**src/rtl/ursz_pkg.sv**
```systemverilog
// Package for the ultrasonic range, speed and zone block.
// Holds the widths, reset values, register map, sequencer types and config bundle.
// No dependencies.
package ursz_pkg;

  // Default widths of the counters that the top level takes as parameters
  localparam int ECHO_WIDTH_BITS_DEF = 16;
  localparam int MS_COUNT_BITS_DEF   = 24;

  // Fixed widths and constants
  localparam int TICKS_PER_MS = 1000;
  localparam int SPEED_SCALE  = 1000;
  localparam int DIST_W       = 16;
  localparam int SCALE_W      = 10;
  localparam int TIMER_W      = 20;
  localparam int US_W         = 10;
  localparam int MS_CFG_W     = 10;
  localparam int DIVISOR_W    = 8;
  localparam int IN_TDATA_W   = 8;
  localparam int OUT_TDATA_W  = 40;
  localparam int CFG_AW       = 5;
  localparam int CFG_DW       = 32;

  // Register reset values
  localparam logic [DIVISOR_W-1:0] CM_DIVISOR_RST    = 8'd58;
  localparam logic [DIST_W-1:0]    NEAR_LIMIT_RST    = 16'd10;
  localparam logic [DIST_W-1:0]    MID_LIMIT_RST     = 16'd20;
  localparam logic [DIST_W-1:0]    FAR_LIMIT_RST     = 16'd40;
  localparam logic [MS_CFG_W-1:0]  SETTLE_MS_RST     = 10'd60;
  localparam logic [MS_CFG_W-1:0]  NEAR_PULSE_MS_RST = 10'd100;
  localparam logic [MS_CFG_W-1:0]  MID_PULSE_MS_RST  = 10'd150;
  localparam logic [MS_CFG_W-1:0]  FAR_PULSE_MS_RST  = 10'd200;

  // Phase lengths of the trigger sequence, in ticks
  localparam logic [TIMER_W-1:0] TRIG_LOW_TICKS  = 20'd2;
  localparam logic [TIMER_W-1:0] TRIG_HIGH_TICKS = 20'd10;
  localparam logic [TIMER_W-1:0] REPORT_TICKS    = 20'd1;

  // Register map, index = byte address / 4
  typedef enum logic [2:0] {
    REG_CM_DIVISOR    = 3'd0,
    REG_NEAR_LIMIT    = 3'd1,
    REG_MID_LIMIT     = 3'd2,
    REG_FAR_LIMIT     = 3'd3,
    REG_SETTLE_MS     = 3'd4,
    REG_NEAR_PULSE_MS = 3'd5,
    REG_MID_PULSE_MS  = 3'd6,
    REG_FAR_PULSE_MS  = 3'd7
  } reg_idx_t;

  // Measurement cycle phase
  typedef enum logic [2:0] {
    PH_IDLE   = 3'd0,
    PH_LOW    = 3'd1,
    PH_HIGH   = 3'd2,
    PH_SETTLE = 3'd3,
    PH_PULSE  = 3'd4,
    PH_REPORT = 3'd5
  } phase_t;

  // Selected zone
  typedef enum logic [1:0] {
    ZONE_NONE = 2'd0,
    ZONE_NEAR = 2'd1,
    ZONE_MID  = 2'd2,
    ZONE_FAR  = 2'd3
  } zone_t;

  // Per-tick control sequencer
  typedef enum logic [2:0] {
    C_IDLE  = 3'd0,
    C_ECHO  = 3'd1,
    C_SEQ   = 3'd2,
    C_SPDIV = 3'd3,
    C_FIN   = 3'd4,
    C_DONE  = 3'd5
  } ctl_t;

  // Configuration bundle
  typedef struct packed {
    logic [DIVISOR_W-1:0] cm_divisor;
    logic [DIST_W-1:0]    near_limit_cm;
    logic [DIST_W-1:0]    mid_limit_cm;
    logic [DIST_W-1:0]    far_limit_cm;
    logic [MS_CFG_W-1:0]  settle_ms;
    logic [MS_CFG_W-1:0]  near_pulse_ms;
    logic [MS_CFG_W-1:0]  mid_pulse_ms;
    logic [MS_CFG_W-1:0]  far_pulse_ms;
  } cfg_t;

  // Divider status
  typedef struct packed {
    logic busy;
    logic done;
  } div_stat_t;

endpackage

```
**src/rtl/ursz_cfg.sv**
```systemverilog
// Configuration registers behind an APB-style port.
// Depends on ursz_pkg for the register map, reset values and cfg_t.
module ursz_cfg (
  input  logic                          clk,
  input  logic                          rst_n,
  input  logic                          cfg_psel,
  input  logic                          cfg_penable,
  input  logic                          cfg_pwrite,
  input  logic [ursz_pkg::CFG_AW-1:0]   cfg_paddr,
  input  logic [ursz_pkg::CFG_DW-1:0]   cfg_pwdata,
  output logic [ursz_pkg::CFG_DW-1:0]   cfg_prdata,
  output logic                          cfg_pready,
  output ursz_pkg::cfg_t                cfg
);
  import ursz_pkg::*;

  cfg_t     cfg_r;
  cfg_t     cfg_nxt;
  reg_idx_t idx;
  logic     wr_en;

  assign cfg_pready = 1'b1;
  assign idx        = reg_idx_t'(cfg_paddr[CFG_AW-1:2]);
  assign wr_en      = cfg_psel && cfg_penable && cfg_pwrite && cfg_pready;
  assign cfg        = cfg_r;

  // Decode a write request into the addressed register
  always_comb begin
    cfg_nxt = cfg_r;
    if (wr_en) begin
      unique case (idx)
        REG_CM_DIVISOR:    cfg_nxt.cm_divisor    = cfg_pwdata[DIVISOR_W-1:0];
        REG_NEAR_LIMIT:    cfg_nxt.near_limit_cm = cfg_pwdata[DIST_W-1:0];
        REG_MID_LIMIT:     cfg_nxt.mid_limit_cm  = cfg_pwdata[DIST_W-1:0];
        REG_FAR_LIMIT:     cfg_nxt.far_limit_cm  = cfg_pwdata[DIST_W-1:0];
        REG_SETTLE_MS:     cfg_nxt.settle_ms     = cfg_pwdata[MS_CFG_W-1:0];
        REG_NEAR_PULSE_MS: cfg_nxt.near_pulse_ms = cfg_pwdata[MS_CFG_W-1:0];
        REG_MID_PULSE_MS:  cfg_nxt.mid_pulse_ms  = cfg_pwdata[MS_CFG_W-1:0];
        REG_FAR_PULSE_MS:  cfg_nxt.far_pulse_ms  = cfg_pwdata[MS_CFG_W-1:0];
      endcase
    end
  end

  always_ff @(posedge clk) begin
    if (!rst_n) begin
      cfg_r.cm_divisor    <= CM_DIVISOR_RST;
      cfg_r.near_limit_cm <= NEAR_LIMIT_RST;
      cfg_r.mid_limit_cm  <= MID_LIMIT_RST;
      cfg_r.far_limit_cm  <= FAR_LIMIT_RST;
      cfg_r.settle_ms     <= SETTLE_MS_RST;
      cfg_r.near_pulse_ms <= NEAR_PULSE_MS_RST;
      cfg_r.mid_pulse_ms  <= MID_PULSE_MS_RST;
      cfg_r.far_pulse_ms  <= FAR_PULSE_MS_RST;
    end else begin
      cfg_r <= cfg_nxt;
    end
  end

  // Read back the addressed register, zero-extended
  always_comb begin
    cfg_prdata = '0;
    unique case (idx)
      REG_CM_DIVISOR:    cfg_prdata = CFG_DW'(cfg_r.cm_divisor);
      REG_NEAR_LIMIT:    cfg_prdata = CFG_DW'(cfg_r.near_limit_cm);
      REG_MID_LIMIT:     cfg_prdata = CFG_DW'(cfg_r.mid_limit_cm);
      REG_FAR_LIMIT:     cfg_prdata = CFG_DW'(cfg_r.far_limit_cm);
      REG_SETTLE_MS:     cfg_prdata = CFG_DW'(cfg_r.settle_ms);
      REG_NEAR_PULSE_MS: cfg_prdata = CFG_DW'(cfg_r.near_pulse_ms);
      REG_MID_PULSE_MS:  cfg_prdata = CFG_DW'(cfg_r.mid_pulse_ms);
      REG_FAR_PULSE_MS:  cfg_prdata = CFG_DW'(cfg_r.far_pulse_ms);
    endcase
  end

endmodule

```
**src/rtl/ursz_div.sv**
```systemverilog
// Shared restoring divider, one quotient bit per cycle.
// Depends on ursz_pkg for div_stat_t.
module ursz_div #(
  parameter int DVD_W = 26,
  parameter int DVS_W = 24
) (
  input  logic                 clk,
  input  logic                 rst_n,
  input  logic                 start,
  input  logic [DVD_W-1:0]     dividend,
  input  logic [DVS_W-1:0]     divisor,
  output logic [DVD_W-1:0]     quotient,
  output ursz_pkg::div_stat_t  stat
);
  import ursz_pkg::*;

  localparam int CNT_W = $clog2(DVD_W + 1);

  logic [DVD_W-1:0] quo_r;
  logic [DVS_W-1:0] rem_r;
  logic [DVS_W-1:0] dvs_r;
  logic [CNT_W-1:0] cnt_r;
  logic             done_r;
  logic [DVS_W:0]   trial;
  logic [DVS_W:0]   trial_sub;

  // Shift in the next dividend bit and try the subtraction
  assign trial     = {rem_r, quo_r[DVD_W-1]};
  assign trial_sub = trial - {1'b0, dvs_r};

  always_ff @(posedge clk) begin
    if (start) begin
      quo_r <= dividend;
      rem_r <= '0;
      dvs_r <= divisor;
    end else if (cnt_r != '0) begin
      if (!trial_sub[DVS_W]) begin
        rem_r <= trial_sub[DVS_W-1:0];
        quo_r <= {quo_r[DVD_W-2:0], 1'b1};
      end else begin
        rem_r <= trial[DVS_W-1:0];
        quo_r <= {quo_r[DVD_W-2:0], 1'b0};
      end
    end
  end

  // Count the iterations and flag the last one
  always_ff @(posedge clk) begin
    if (!rst_n) begin
      cnt_r  <= '0;
      done_r <= 1'b0;
    end else begin
      done_r <= (cnt_r == CNT_W'(1)) && !start;
      if (start) begin
        cnt_r <= CNT_W'(DVD_W);
      end else if (cnt_r != '0) begin
        cnt_r <= cnt_r - CNT_W'(1);
      end
    end
  end

  assign quotient  = quo_r;
  assign stat.busy = (cnt_r != '0);
  assign stat.done = done_r;

endmodule

```
**src/rtl/ultrasonic_range_speed_zone.sv**
```systemverilog
// Ultrasonic ranging block with speed estimate and zone indicator pulse; top level.
// Depends on ursz_pkg, ursz_cfg (register port) and ursz_div (shared divider).
//
// Each input request is one microsecond tick (echo level and read request) and
// yields exactly one result request with the trigger, indicator, report and busy
// levels plus the latest distance and speed. After acceptance a tick steps through
// every phase that has run out, then waits for the output register to be free.
// A falling echo edge first runs the distance division, and the end of the settle
// wait runs the speed division, when time has passed since the last read, before
// the finishing step; both run on the one shared bit-serial divider, DVD_W being
// the larger of ECHO_WIDTH_BITS and 26.
// The input is not ready while a tick is in progress. A finished result waits in
// the output register, and the next tick is accepted meanwhile.
module ultrasonic_range_speed_zone #(
  parameter int ECHO_WIDTH_BITS = ursz_pkg::ECHO_WIDTH_BITS_DEF,
  parameter int MS_COUNT_BITS   = ursz_pkg::MS_COUNT_BITS_DEF
) (
  input  logic                                clk,
  input  logic                                rst_n,
  // in_tdata, from bit 0: read_request, echo_level, zero fill
  input  logic                                in_tvalid,
  output logic                                in_tready,
  input  logic [ursz_pkg::IN_TDATA_W-1:0]     in_tdata,
  // out_tdata, from bit 0: trigger_out, close_led, far_led, buzzer_out,
  // report_valid, distance_out[15:0], speed_out[15:0], busy_res, zero fill
  output logic                                out_tvalid,
  input  logic                                out_tready,
  output logic [ursz_pkg::OUT_TDATA_W-1:0]    out_tdata,
  input  logic                                cfg_psel,
  input  logic                                cfg_penable,
  input  logic                                cfg_pwrite,
  input  logic [ursz_pkg::CFG_AW-1:0]         cfg_paddr,
  input  logic [ursz_pkg::CFG_DW-1:0]         cfg_pwdata,
  output logic [ursz_pkg::CFG_DW-1:0]         cfg_prdata,
  output logic                                cfg_pready
);
  import ursz_pkg::*;

  localparam int PROD_W = DIST_W + SCALE_W;
  localparam int DVD_W  = (ECHO_WIDTH_BITS > PROD_W) ? ECHO_WIDTH_BITS : PROD_W;
  localparam int DVS_W  = (MS_COUNT_BITS > DIVISOR_W) ? MS_COUNT_BITS : DIVISOR_W;

  cfg_t      cfg;
  div_stat_t div_stat;
  logic              div_start;
  logic [DVD_W-1:0]  div_dvd;
  logic [DVS_W-1:0]  div_dvs;
  logic [DVD_W-1:0]  div_quo;
  logic [DIST_W-1:0] quo_sat;

  ctl_t                     ctl_r, ctl_nxt;
  phase_t                   phase_r, phase_nxt;
  zone_t                    zone_r, zone_nxt;
  logic [TIMER_W-1:0]       timer_r, timer_nxt;
  logic                     echo_prev_r, echo_prev_nxt;
  logic [ECHO_WIDTH_BITS-1:0] echo_width_r, echo_width_nxt;
  logic [DIST_W-1:0]        dist_now_r, dist_now_nxt;
  logic [DIST_W-1:0]        dist_before_r, dist_before_nxt;
  logic [DIST_W-1:0]        speed_r, speed_nxt;
  logic [MS_COUNT_BITS-1:0] ms_r, ms_nxt;
  logic [US_W-1:0]          us_r, us_nxt;
  logic                     req_r, req_nxt;
  logic                     out_valid_r, out_valid_nxt;
  logic [OUT_TDATA_W-1:0]   out_data_r, out_data_nxt;

  logic               accept;
  logic               in_req;
  logic               in_echo;
  logic               echo_fall;
  logic [US_W-1:0]    us_inc;
  logic [TIMER_W-1:0] phase_len;
  logic               phase_adv;
  phase_t             phase_eff;
  logic [DIST_W-1:0]  dist_diff;
  logic [PROD_W-1:0]  speed_prod;
  logic               out_free;
  logic               pulse_on;
  logic               o_trig, o_close, o_far, o_buzz, o_rep, o_busy;

  ursz_cfg u_cfg (
    .clk         (clk),
    .rst_n       (rst_n),
    .cfg_psel    (cfg_psel),
    .cfg_penable (cfg_penable),
    .cfg_pwrite  (cfg_pwrite),
    .cfg_paddr   (cfg_paddr),
    .cfg_pwdata  (cfg_pwdata),
    .cfg_prdata  (cfg_prdata),
    .cfg_pready  (cfg_pready),
    .cfg         (cfg)
  );

  ursz_div #(
    .DVD_W (DVD_W),
    .DVS_W (DVS_W)
  ) u_div (
    .clk      (clk),
    .rst_n    (rst_n),
    .start    (div_start),
    .dividend (div_dvd),
    .divisor  (div_dvs),
    .quotient (div_quo),
    .stat     (div_stat)
  );

  assign in_tready = (ctl_r == C_IDLE);
  assign accept    = in_tvalid && in_tready;
  assign in_req    = in_tdata[0];
  assign in_echo   = in_tdata[1];
  assign echo_fall = !in_echo && echo_prev_r && (echo_width_r != '0) &&
                     (cfg.cm_divisor != '0);
  assign us_inc    = us_r + US_W'(1);
  assign out_free  = !out_valid_r || out_tready;

  // Saturate the quotient to the distance and speed width
  assign quo_sat = (|div_quo[DVD_W-1:DIST_W]) ? '1 : div_quo[DIST_W-1:0];

  // Absolute distance change scaled to per-second
  assign dist_diff  = (dist_now_r >= dist_before_r) ? (dist_now_r - dist_before_r)
                                                     : (dist_before_r - dist_now_r);
  assign speed_prod = PROD_W'(dist_diff) * PROD_W'(SPEED_SCALE);

  // Length of the current phase in ticks
  always_comb begin
    phase_len = '0;
    unique case (phase_r)
      PH_IDLE:   phase_len = '0;
      PH_LOW:    phase_len = TRIG_LOW_TICKS;
      PH_HIGH:   phase_len = TRIG_HIGH_TICKS;
      PH_SETTLE: phase_len = TIMER_W'(cfg.settle_ms * TICKS_PER_MS);
      PH_PULSE: begin
        case (zone_r)
          ZONE_NEAR: phase_len = TIMER_W'(cfg.near_pulse_ms * TICKS_PER_MS);
          ZONE_MID:  phase_len = TIMER_W'(cfg.mid_pulse_ms * TICKS_PER_MS);
          ZONE_FAR:  phase_len = TIMER_W'(cfg.far_pulse_ms * TICKS_PER_MS);
          default:   phase_len = '0;
        endcase
      end
      PH_REPORT: phase_len = REPORT_TICKS;
      default:   phase_len = '0;
    endcase
  end

  assign phase_adv = (phase_r != PH_IDLE) && (timer_r >= phase_len);
  assign phase_eff = (phase_r == PH_IDLE && req_r) ? PH_LOW : phase_r;

  // Result levels follow the state left at the end of the tick
  assign pulse_on = (phase_r == PH_PULSE);
  assign o_trig   = (phase_r == PH_HIGH);
  assign o_close  = pulse_on && (zone_r == ZONE_NEAR || zone_r == ZONE_MID);
  assign o_far    = pulse_on && (zone_r == ZONE_FAR);
  assign o_buzz   = pulse_on && (zone_r == ZONE_NEAR);
  assign o_rep    = (phase_r == PH_REPORT);
  assign o_busy   = (phase_r != PH_IDLE);

  // Sequencer: next state, divider requests and state updates
  always_comb begin
    ctl_nxt         = ctl_r;
    phase_nxt       = phase_r;
    zone_nxt        = zone_r;
    timer_nxt       = timer_r;
    echo_prev_nxt   = echo_prev_r;
    echo_width_nxt  = echo_width_r;
    dist_now_nxt    = dist_now_r;
    dist_before_nxt = dist_before_r;
    speed_nxt       = speed_r;
    ms_nxt          = ms_r;
    us_nxt          = us_r;
    req_nxt         = req_r;
    out_valid_nxt   = out_valid_r && !out_tready;
    out_data_nxt    = out_data_r;
    div_start       = 1'b0;
    div_dvd         = DVD_W'(echo_width_r);
    div_dvs         = DVS_W'(cfg.cm_divisor);

    unique case (ctl_r)
      C_IDLE: begin
        if (accept) begin
          req_nxt       = in_req;
          echo_prev_nxt = in_echo;
          // Measure the echo high time, saturating
          if (in_echo) begin
            if (!echo_prev_r) begin
              echo_width_nxt = ECHO_WIDTH_BITS'(1);
            end else if (echo_width_r != '1) begin
              echo_width_nxt = echo_width_r + ECHO_WIDTH_BITS'(1);
            end
          end
          // Advance the millisecond count since the last read
          if (us_inc >= US_W'(TICKS_PER_MS)) begin
            us_nxt = '0;
            if (ms_r != '1) begin
              ms_nxt = ms_r + MS_COUNT_BITS'(1);
            end
          end else begin
            us_nxt = us_inc;
          end
          if (echo_fall) begin
            div_start = 1'b1;
            ctl_nxt   = C_ECHO;
          end else begin
            ctl_nxt = C_SEQ;
          end
        end
      end

      C_ECHO: begin
        if (div_stat.done) begin
          dist_now_nxt = quo_sat;
          ctl_nxt      = C_SEQ;
        end
      end

      C_SEQ: begin
        if (phase_adv) begin
          if (phase_r == PH_SETTLE) begin
            // Speed only when time has passed since the last read
            if (ms_r != '0) begin
              div_start = 1'b1;
              div_dvd   = DVD_W'(speed_prod);
              div_dvs   = DVS_W'(ms_r);
              ctl_nxt   = C_SPDIV;
            end else begin
              ctl_nxt = C_FIN;
            end
          end else begin
            timer_nxt = '0;
            unique case (phase_r)
              PH_LOW:    phase_nxt = PH_HIGH;
              PH_HIGH:   phase_nxt = PH_SETTLE;
              PH_PULSE:  phase_nxt = PH_REPORT;
              PH_REPORT: phase_nxt = PH_IDLE;
              default:   phase_nxt = PH_IDLE;
            endcase
          end
        end else begin
          phase_nxt = phase_eff;
          if (phase_eff != PH_IDLE) begin
            timer_nxt = timer_r + TIMER_W'(1);
          end
          ctl_nxt = C_DONE;
        end
      end

      C_SPDIV: begin
        if (div_stat.done) begin
          speed_nxt = quo_sat;
          ctl_nxt   = C_FIN;
        end
      end

      C_FIN: begin
        // Close the settle wait: restart the interval and pick the zone
        dist_before_nxt = dist_now_r;
        ms_nxt          = '0;
        us_nxt          = '0;
        if (dist_now_r <= cfg.near_limit_cm) begin
          zone_nxt = ZONE_NEAR;
        end else if (dist_now_r <= cfg.mid_limit_cm) begin
          zone_nxt = ZONE_MID;
        end else if (dist_now_r <= cfg.far_limit_cm) begin
          zone_nxt = ZONE_FAR;
        end else begin
          zone_nxt = ZONE_NONE;
        end
        phase_nxt = PH_PULSE;
        timer_nxt = '0;
        ctl_nxt   = C_SEQ;
      end

      C_DONE: begin
        // Hold the result until the output register is free
        if (out_free) begin
          out_valid_nxt = 1'b1;
          out_data_nxt  = {{(OUT_TDATA_W - 2 * DIST_W - 6){1'b0}}, o_busy, speed_r,
                           dist_now_r, o_rep, o_buzz, o_far, o_close, o_trig};
          ctl_nxt       = C_IDLE;
        end
      end

      default: ctl_nxt = C_IDLE;
    endcase
  end

  always_ff @(posedge clk) begin
    if (!rst_n) begin
      ctl_r         <= C_IDLE;
      phase_r       <= PH_IDLE;
      zone_r        <= ZONE_NONE;
      timer_r       <= '0;
      echo_prev_r   <= 1'b0;
      echo_width_r  <= '0;
      dist_now_r    <= '0;
      dist_before_r <= '0;
      speed_r       <= '0;
      ms_r          <= '0;
      us_r          <= '0;
      req_r         <= 1'b0;
      out_valid_r   <= 1'b0;
    end else begin
      ctl_r         <= ctl_nxt;
      phase_r       <= phase_nxt;
      zone_r        <= zone_nxt;
      timer_r       <= timer_nxt;
      echo_prev_r   <= echo_prev_nxt;
      echo_width_r  <= echo_width_nxt;
      dist_now_r    <= dist_now_nxt;
      dist_before_r <= dist_before_nxt;
      speed_r       <= speed_nxt;
      ms_r          <= ms_nxt;
      us_r          <= us_nxt;
      req_r         <= req_nxt;
      out_valid_r   <= out_valid_nxt;
    end
  end

  // Output payload needs no reset
  always_ff @(posedge clk) begin
    out_data_r <= out_data_nxt;
  end

  assign out_tvalid = out_valid_r;
  assign out_tdata  = out_data_r;

`ifndef SYNTHESIS
  // A tick in progress blocks the next request
  a_busy_after_accept: assert property (@(posedge clk) disable iff (!rst_n)
    in_tvalid && in_tready |=> !in_tready)
    else $error("input ready straight after an accepted request");

  // The shared divider is never restarted mid-division
  a_div_no_overlap: assert property (@(posedge clk) disable iff (!rst_n)
    div_start |-> !div_stat.busy)
    else $error("divider started while busy");

  // A report tick is always part of a busy cycle
  a_report_busy: assert property (@(posedge clk) disable iff (!rst_n)
    out_tvalid && out_tdata[4] |-> out_tdata[5 + 2 * DIST_W])
    else $error("report without busy");

  // Trigger, zone pulse and report never overlap
  a_levels_exclusive: assert property (@(posedge clk) disable iff (!rst_n)
    out_tvalid |-> $onehot0({out_tdata[0], out_tdata[1] | out_tdata[2], out_tdata[4]}))
    else $error("trigger, pulse and report overlap");
`endif

endmodule

```
**config.mk**
```make
export PLATFORM = sky130hd
export DESIGN_NAME = ultrasonic_range_speed_zone
export DESIGN_NICKNAME = d
export VERILOG_FILES = /design/src/rtl/ursz_pkg.sv /design/src/rtl/ursz_cfg.sv /design/src/rtl/ursz_div.sv /design/src/rtl/ultrasonic_range_speed_zone.sv
export SDC_FILE = /design/constraint.sdc
export NUM_CORES = 2
export LEC_CHECK = 0
export BUFFER_PORTS_ARGS = -buffer_cell sky130_fd_sc_hd__clkbuf_2
export CORE_UTILIZATION = 25
export DETAILED_ROUTE_END_ITERATION = 8
export HOLD_SLACK_MARGIN = 0.03
export SYNTH_ARGS = -nofsm -noshare
export SYNTH_HDL_FRONTEND = slang
export SYNTH_SLANG_ARGS = --single-unit
```
**constraint.sdc**
```tcl
create_clock -name clk -period 16.2 [get_ports clk]
set_input_delay 0 -clock clk [delete_from_list [all_inputs] [get_ports clk]]
set_output_delay 0 -clock clk [all_outputs]
set_load 0.05 [all_outputs]
```
After elaboration in Yosys (flattened, before gate mapping)
Cells that the tools add are included.
{ "word_totals": {"elab_cells": 191, "reg_bits": 343, "input_bits": 52, "output_inout_bits": 75} }
{ "op_classes": {"add_sub_neg": 8, "reduce_logical": 52, "muxes": 57, "order_cmp": 6, "eq_ne": 33, "bitwise_logic": 1, "n_mul": 5} }
{ "ops": {"columns": ["op", "count"], "rows": [
  ["$pmux W32 S8", 1],
  ["$mux W26", 6],
  ["$pmux W20 S5", 1],
  ["$mux W24", 4],
  ["$mul A10 B7 Y17 const B", 4],
  ["$mux W16", 4],
  ["$mux W20", 3],
  ["$pmux W20 S3", 1],
  ["$le A16 B16 Y1", 3],
  ["$pmux W24 S2", 1],
  ["$pmux W20 S2", 1],
  ["$mux W8", 4],
  ["$sub A16 B16 Y16", 2],
  ["$mux W3", 10],
  ["$reduce_and A2 Y1", 14],
  ["$sub A25 B24 Y25", 1],
  ["$add A24 B1 Y24 const B", 1],
  ["$eq A3 B3 Y1 const B", 8],
  ["$ne A24 B24 Y1 const B", 1],
  ["$reduce_bool A24 Y1", 1],
  ["$mul A16 B7 Y23 const B", 1],
  ["$add A20 B1 Y20 const B", 1],
  ["$ge A20 B20 Y1", 1],
  ["$mux W10", 2],
  ["37 further kinds", 86]
]} }

Longest topological paths before layout
{ "depth": {"word_depth": 9, "depth_mapped": 30, "mapped_depth_nobuf": 28} }

Modules after synthesis
From an unflattened synthesis, not the netlist that was laid out.
{ "unflattened": {"hier_cells": 3317, "area_unflattened_um2": 29565.9} }
{ "modules_own_cells": {"columns": ["module", "instances", "cells_each", "seq_area_each_um2", "area_per_inst_um2"], "rows": [
  ["ultrasonic_range_speed_zone", 1, 2269, 3723.6, 20053.0],
  ["ursz_cfg", 1, 583, 1921.8, 4758.3],
  ["ursz_div", 1, 465, 2102.0, 4754.6]
]} }

Worst setup path after synthesis
Ideal clock, no wire load.
{ "synth_timing": {"kind": "register to register", "start": "register u_cfg.cfg_r, in the netlist u_cfg.cfg[22]", "end": "register u_div.quo_r[0], in the netlist u_div.quotient[0] (enable)", "t_arrival_ns": 6.964, "required_ns": 15.761, "setup_time_ns": 0.439, "setup_slack_ns": 8.797, "path_stages_with_launch": 30, "path_buffers": 2, "synth_period_minus_slack_ns": 7.403, "path_cell_list": "dfxtp_1 inv_1 fa_1 fa_1 inv_1 fa_1 inv_1 fa_1 inv_1 ha_1 nand3_1 o211ai_1 a2111o_1 a31oi_1 o21ai_0 xor2_1 a222oi_1 nor2_1 a21oi_1 ha_1 a21o_1 a21o_1 a21oi_1 o31ai_1 a311oi_2 and3b_1 clkbuf_1 nor2_2 buf_2 nand2_1"} }
{ "synth_between": {"elab_chain_len": 8} }
{ "synth_lines": {"columns": ["item", "line", "text"], "rows": [
  ["start, declared", "ursz_cfg.sv:17", "cfg_t cfg_r;"],
  ["start signal, assigned", "ursz_cfg.sv:55", "cfg_r <= cfg_nxt;"],
  ["$mul A10 B7 Y17", "ultrasonic_range_speed_zone.sv:133", "ZONE_NEAR: phase_len = TIMER_W'(cfg.near_pulse_ms * TICKS_PER_MS);"],
  ["$pmux W20 S3", "ultrasonic_range_speed_zone.sv:132", "case (zone_r)"],
  ["$pmux W20 S5", "ultrasonic_range_speed_zone.sv:126", "unique case (phase_r)"],
  ["$ge A20 B20 Y1", "ultrasonic_range_speed_zone.sv:144", "assign phase_adv = (phase_r != PH_IDLE) && (timer_r >= phase_len);"],
  ["$logic_and A1 B1 Y1", "ultrasonic_range_speed_zone.sv:144", null],
  ["$mux W1", "ultrasonic_range_speed_zone.sv:215", "if (phase_adv) begin"],
  ["$pmux W1 S2", "ultrasonic_range_speed_zone.sv:176", "unique case (ctl_r)"],
  ["$reduce_bool A2 Y1 (no source line)", null, null],
  ["end signal, assigned", "ursz_div.sv:33", "quo_r <= dividend;"],
  ["end signal, assigned", "ursz_div.sv:39", "quo_r <= {quo_r[DVD_W-2:0], 1'b1};"],
  ["end signal, assigned", "ursz_div.sv:42", "quo_r <= {quo_r[DVD_W-2:0], 1'b0};"],
  ["end, declared", "ursz_div.sv:19", "logic [DVD_W-1:0] quo_r;"]
]} }
Every way passes these cells.
A chain may end at the register's enable or synchronous reset.

Worst setup path in the final report
{ "layout_timing": {"start": "register u_cfg.cfg_r, in the netlist u_cfg.cfg[22]", "end": "register u_div.quo_r[7], in the netlist u_div.quotient[7] (enable)"} }
Same word-level chain as after synthesis.

==> metrics.md <==
| Metric | Value |
|---|---|
| Setup TNS | `0 ns` |
| FF-to-FF setup slack | `6.88 ns` |
| Pwr dens | `127 nW/um^2` |
| Clock latency on the worst-skew pair | `0.60 ns` |
| Area contributors post-synth | `dfxtp_1, ha_1, fa_1, edfxtp_1, nand2_1` |
| Slew @ Worst Pin | `1.21 ns` |
| Placed wire-length estimate | `58400 microns` |
| Worst hold stages | `3` |
| CTS tree | `done` |
| Worst setup path startpoint | `u_cfg.cfg[22]$_SDFFE_PN1P_` |
| Fin. Hold Viols | `0` |
| Worst setup EP type | `flop` |
| CTS Sinks | `343` |
| Drt first pass iters | `8` |
| PortBufs | `83` |
| Routed length per instance | `15.6 microns` |
| Max-cap violation count | `0` |
| Final Max Slew Viols | `0` |
| GR Util All Layers | `0.128` |
| CP Launch Type | `flop` |
| Total Routed Length | `75700 microns` |
| Final setup fails | `0` |
| Diodes inserted | `0` |
| Gpl congestion | `0.852` |
| Die area | `118000 sq um` |
| Htree depth | `2` |
| Row count | `124` |
| Leading area contributor after synthesis | `dfxtp_1` |
| Antenna violations before repair | `2` |
| Crit path DAT | `9.40 ns` |
| Top FF cell, synth | `dfxtp_1` |
| Number of synthesized register bits | `343` |
| Avg Cell Area, Syn | `8.88 sq um` |
| Global route overflow | `0` |
| Layout Skew | `0.0323 ns` |
| Sequential area share after synthesis | `0.266` |
| Post-route DRC | `0` |
| Core area | `115000 sq um` |
| Root Buffer | `clkbuf_16` |
| Slew margin rel. | `0.185` |
| Crit-path leading delay family | `compound AO/OA/AOI/OAI gates` |
| Slowest CP cell | `nand2_1` |
| Status | `complete, no violations` |
| Most common cell after layout, fill and taps aside | `nand2_1` |
| Synth Instances | `3275` |
| Leakage power total | `14.7 nW` |
| Synthesized cell area | `29100 sq um` |
| Smallest hold slack | `0.0774 ns` |
| Hold_sp | `out_tready` |
| Total CTS buffers | `42` |
| Largest net degree at the start of global routing | `118` |
| Hold Path End | `out_tvalid$_SDFF_PN0_` |
| Area Growth Syn to Fin | `12.1%` |
| Netlist cell types | `86` |
| Syn. warnings | `0` |
| DRT iter0 DRCs | `1546` |
| Share of layout cells above drive strength 1 | `0.0668` |
| Fin util | `0.284` |
| Crit path kind | `flop to flop` |
| Max rail drop VDD | `0.115 mV` |
| Tightest Hold Check Type | `primary input to flop` |
| RSZ-0062 raised after global routing | `false` |
| Buf/Inv on CP | `5` |
| Reg2reg end | `u_div.quotient[7]$_DFFE_PP_` |
| Slowest cell delay on critical path | `0.87 ns` |
| Vias in the first global route | `21900` |
| Post-synth EDFFs | `88` |
| Via density | `4.71` |
| Initial Util | `0.253` |
| Clk slew on worst S/H paths | `0.06 ns` |
| Chip Height | `343 microns` |
| Synth top area share | `0.175` |
| First-pass GRT wire length | `120000 microns` |
| Required @ worst endpoint | `16.28 ns` |
| Remaining antenna violation count | `0` |
| Via count | `22900` |
| I/O pin count | `127` |
| Final Cycle Share | `0.575` |
| Filler Cell Count | `12200` |
| Clock Tree Buf Depth | `3` |
| Worst Path Max Fanout | `50` |
| Place WS | `6.82 ns` |
| Final nets | `3888` |
| Chip Width | `343 microns` |
| R2r startpoint | `u_cfg.cfg[22]$_SDFFE_PN1P_` |
| Fmax | `107 MHz` |
| Asr flop ratio synth | `0` |
| Post-CTS Resized | `0` |
| Post-layout min period | `9.32 ns` |
| Cells on worst reg2reg path | `28` |
| Final Worst Setup Slack | `6.88 ns` |
| Most frequent cells in the layout | `nand2_1, inv_1, ha_1, dfxtp_1, nor2_1` |
==> what timing repair did <==
| item | in CTS | in global routing |
|---|---|---|
| endpoints found under the hold margin | 146 | 0 |
| endpoints found under the setup margin | 0 | 0 |
| buffers inserted | 0 | 0 |
| hold buffers | 21 | 0 |
==> Yosys cell counts (7+ instances only) <==
cell type / instances
o211a_1: 34
nand2b_1: 19
a21o_1: 68
fa_1: 178
nor2_1: 227
o22ai_1: 9
nor2b_1: 31
o21a_1: 23
o21bai_1: 13
xnor2_1: 111
mux4_2: 7
nor3_1: 51
o21ai_0: 113
inv_1: 366
and3_1: 26
o31ai_1: 8
and2_1: 28
clkbuf_1: 104
nand3_1: 74
a211oi_1: 29
a22oi_1: 14
xor2_1: 39
a21boi_0: 93
a31oi_1: 22
nand4_1: 25
dfxtp_1: 255
nand2_1: 398
mux2i_1: 59
o211ai_1: 30
edfxtp_1: 88
or3_1: 16
and4_1: 7
buf_2: 9
ha_1: 352
or2_2: 12
nor4_1: 22
buf_4: 25
a222oi_1: 9
a21oi_1: 159
==> layout make-up <==
type	count	area, sq um	area share
Multi-Input combinational cell	2430	19400	0.594
Clock buffer	54	1170	0.0358
Timing Repair Buffer	122	763	0.0234
Sequential cell	343	7750	0.238
Tap cell	1512	1890	0.0580
Clock inverter	24	299	0.00917
Inverter	367	1380	0.0423
==> per-layer routing <==
layer	share of wire	global-route usage	up-vias
met2	0.44	0.199	523
li1	-	-	11300
met4	0.021	0.0315	0
met5	0	0	-
met3	0.055	0.0219	89
met1	0.49	0.182	11000
==> per-stage QoR <==
step / instance area (sq um) / instances / power, mW
2_1_floorplan: 29200 / 3292 / 2.75
3_3_place_gp: 30900 / 4753 / 3.13
3_5_place_dp: 30900 / 4753 / 3.15
4_1_cts: 32600 / 4852 / 4.19
5_1_grt: 32600 / 4852 / 4.53
6_report: 32600 / 4852 / 4.15
==> worst max path at each step <==
| stage | endpoint | slack [ns] | cells after the start |
|---|---|---|---|
| 5_1_grt | u_div.quotient[25]$_DFFE_PP_ | 6.06 | 28 |
| 2_1_floorplan | u_div.quotient[0]$_DFFE_PP_ | 8.80 | 29 |
| 6_report | u_div.quotient[7]$_DFFE_PP_ | 6.88 | 28 |
| 3_3_place_gp | u_div.quotient[7]$_DFFE_PP_ | 6.89 | 28 |
| 3_5_place_dp | u_div.quotient[7]$_DFFE_PP_ | 6.82 | 28 |
| 4_1_cts | u_div.quotient[25]$_DFFE_PP_ | 6.79 | 28 |
==> where the power goes <==
| group | total (mW) | switching (mW) | internal, mW |
|---|---|---|---|
| sequential | 1.07 | 0.0774 | 0.994 |
| combinational | 2.07 | 1.20 | 0.868 |
| clock | 1.01 | 0.398 | 0.609 |
==> state kept, by name (all words and copies together), names as in the netlist, 16 cells and up <==
name / flops
dist_before_r: 16
dist_now_r: 16
echo_width_r: 16
ms_r: 24
out_tdata: 38
speed_r: 16
timer_r: 20
u_cfg.cfg: 96
u_div.dvs_r: 24
u_div.quotient: 26
u_div.rem_r: 24
==> worst register-to-register path, delay by kind of cell (launching register included) <==
family                   cells  cell delay, ns
AO/OA/AOI/OAI               11            2.80
adder cells (fa/ha/maj)      6            2.65
AND/OR/NAND/NOR              5            2.13
buffers and inverters        5            0.56
flip-flops                   1            0.48
XOR/XNOR                     1            0.18
==> cells by family after synthesis <==
logic type,share of synthesized area
mux,0.0277
xor+xnor,0.0452
buf+inv,0.0718
other cells,0.000258
compound gates,0.165
fa+ha+maj,0.274
simple gates,0.150
flops,0.266
Note: power is estimated with default switching activity, not from simulation.
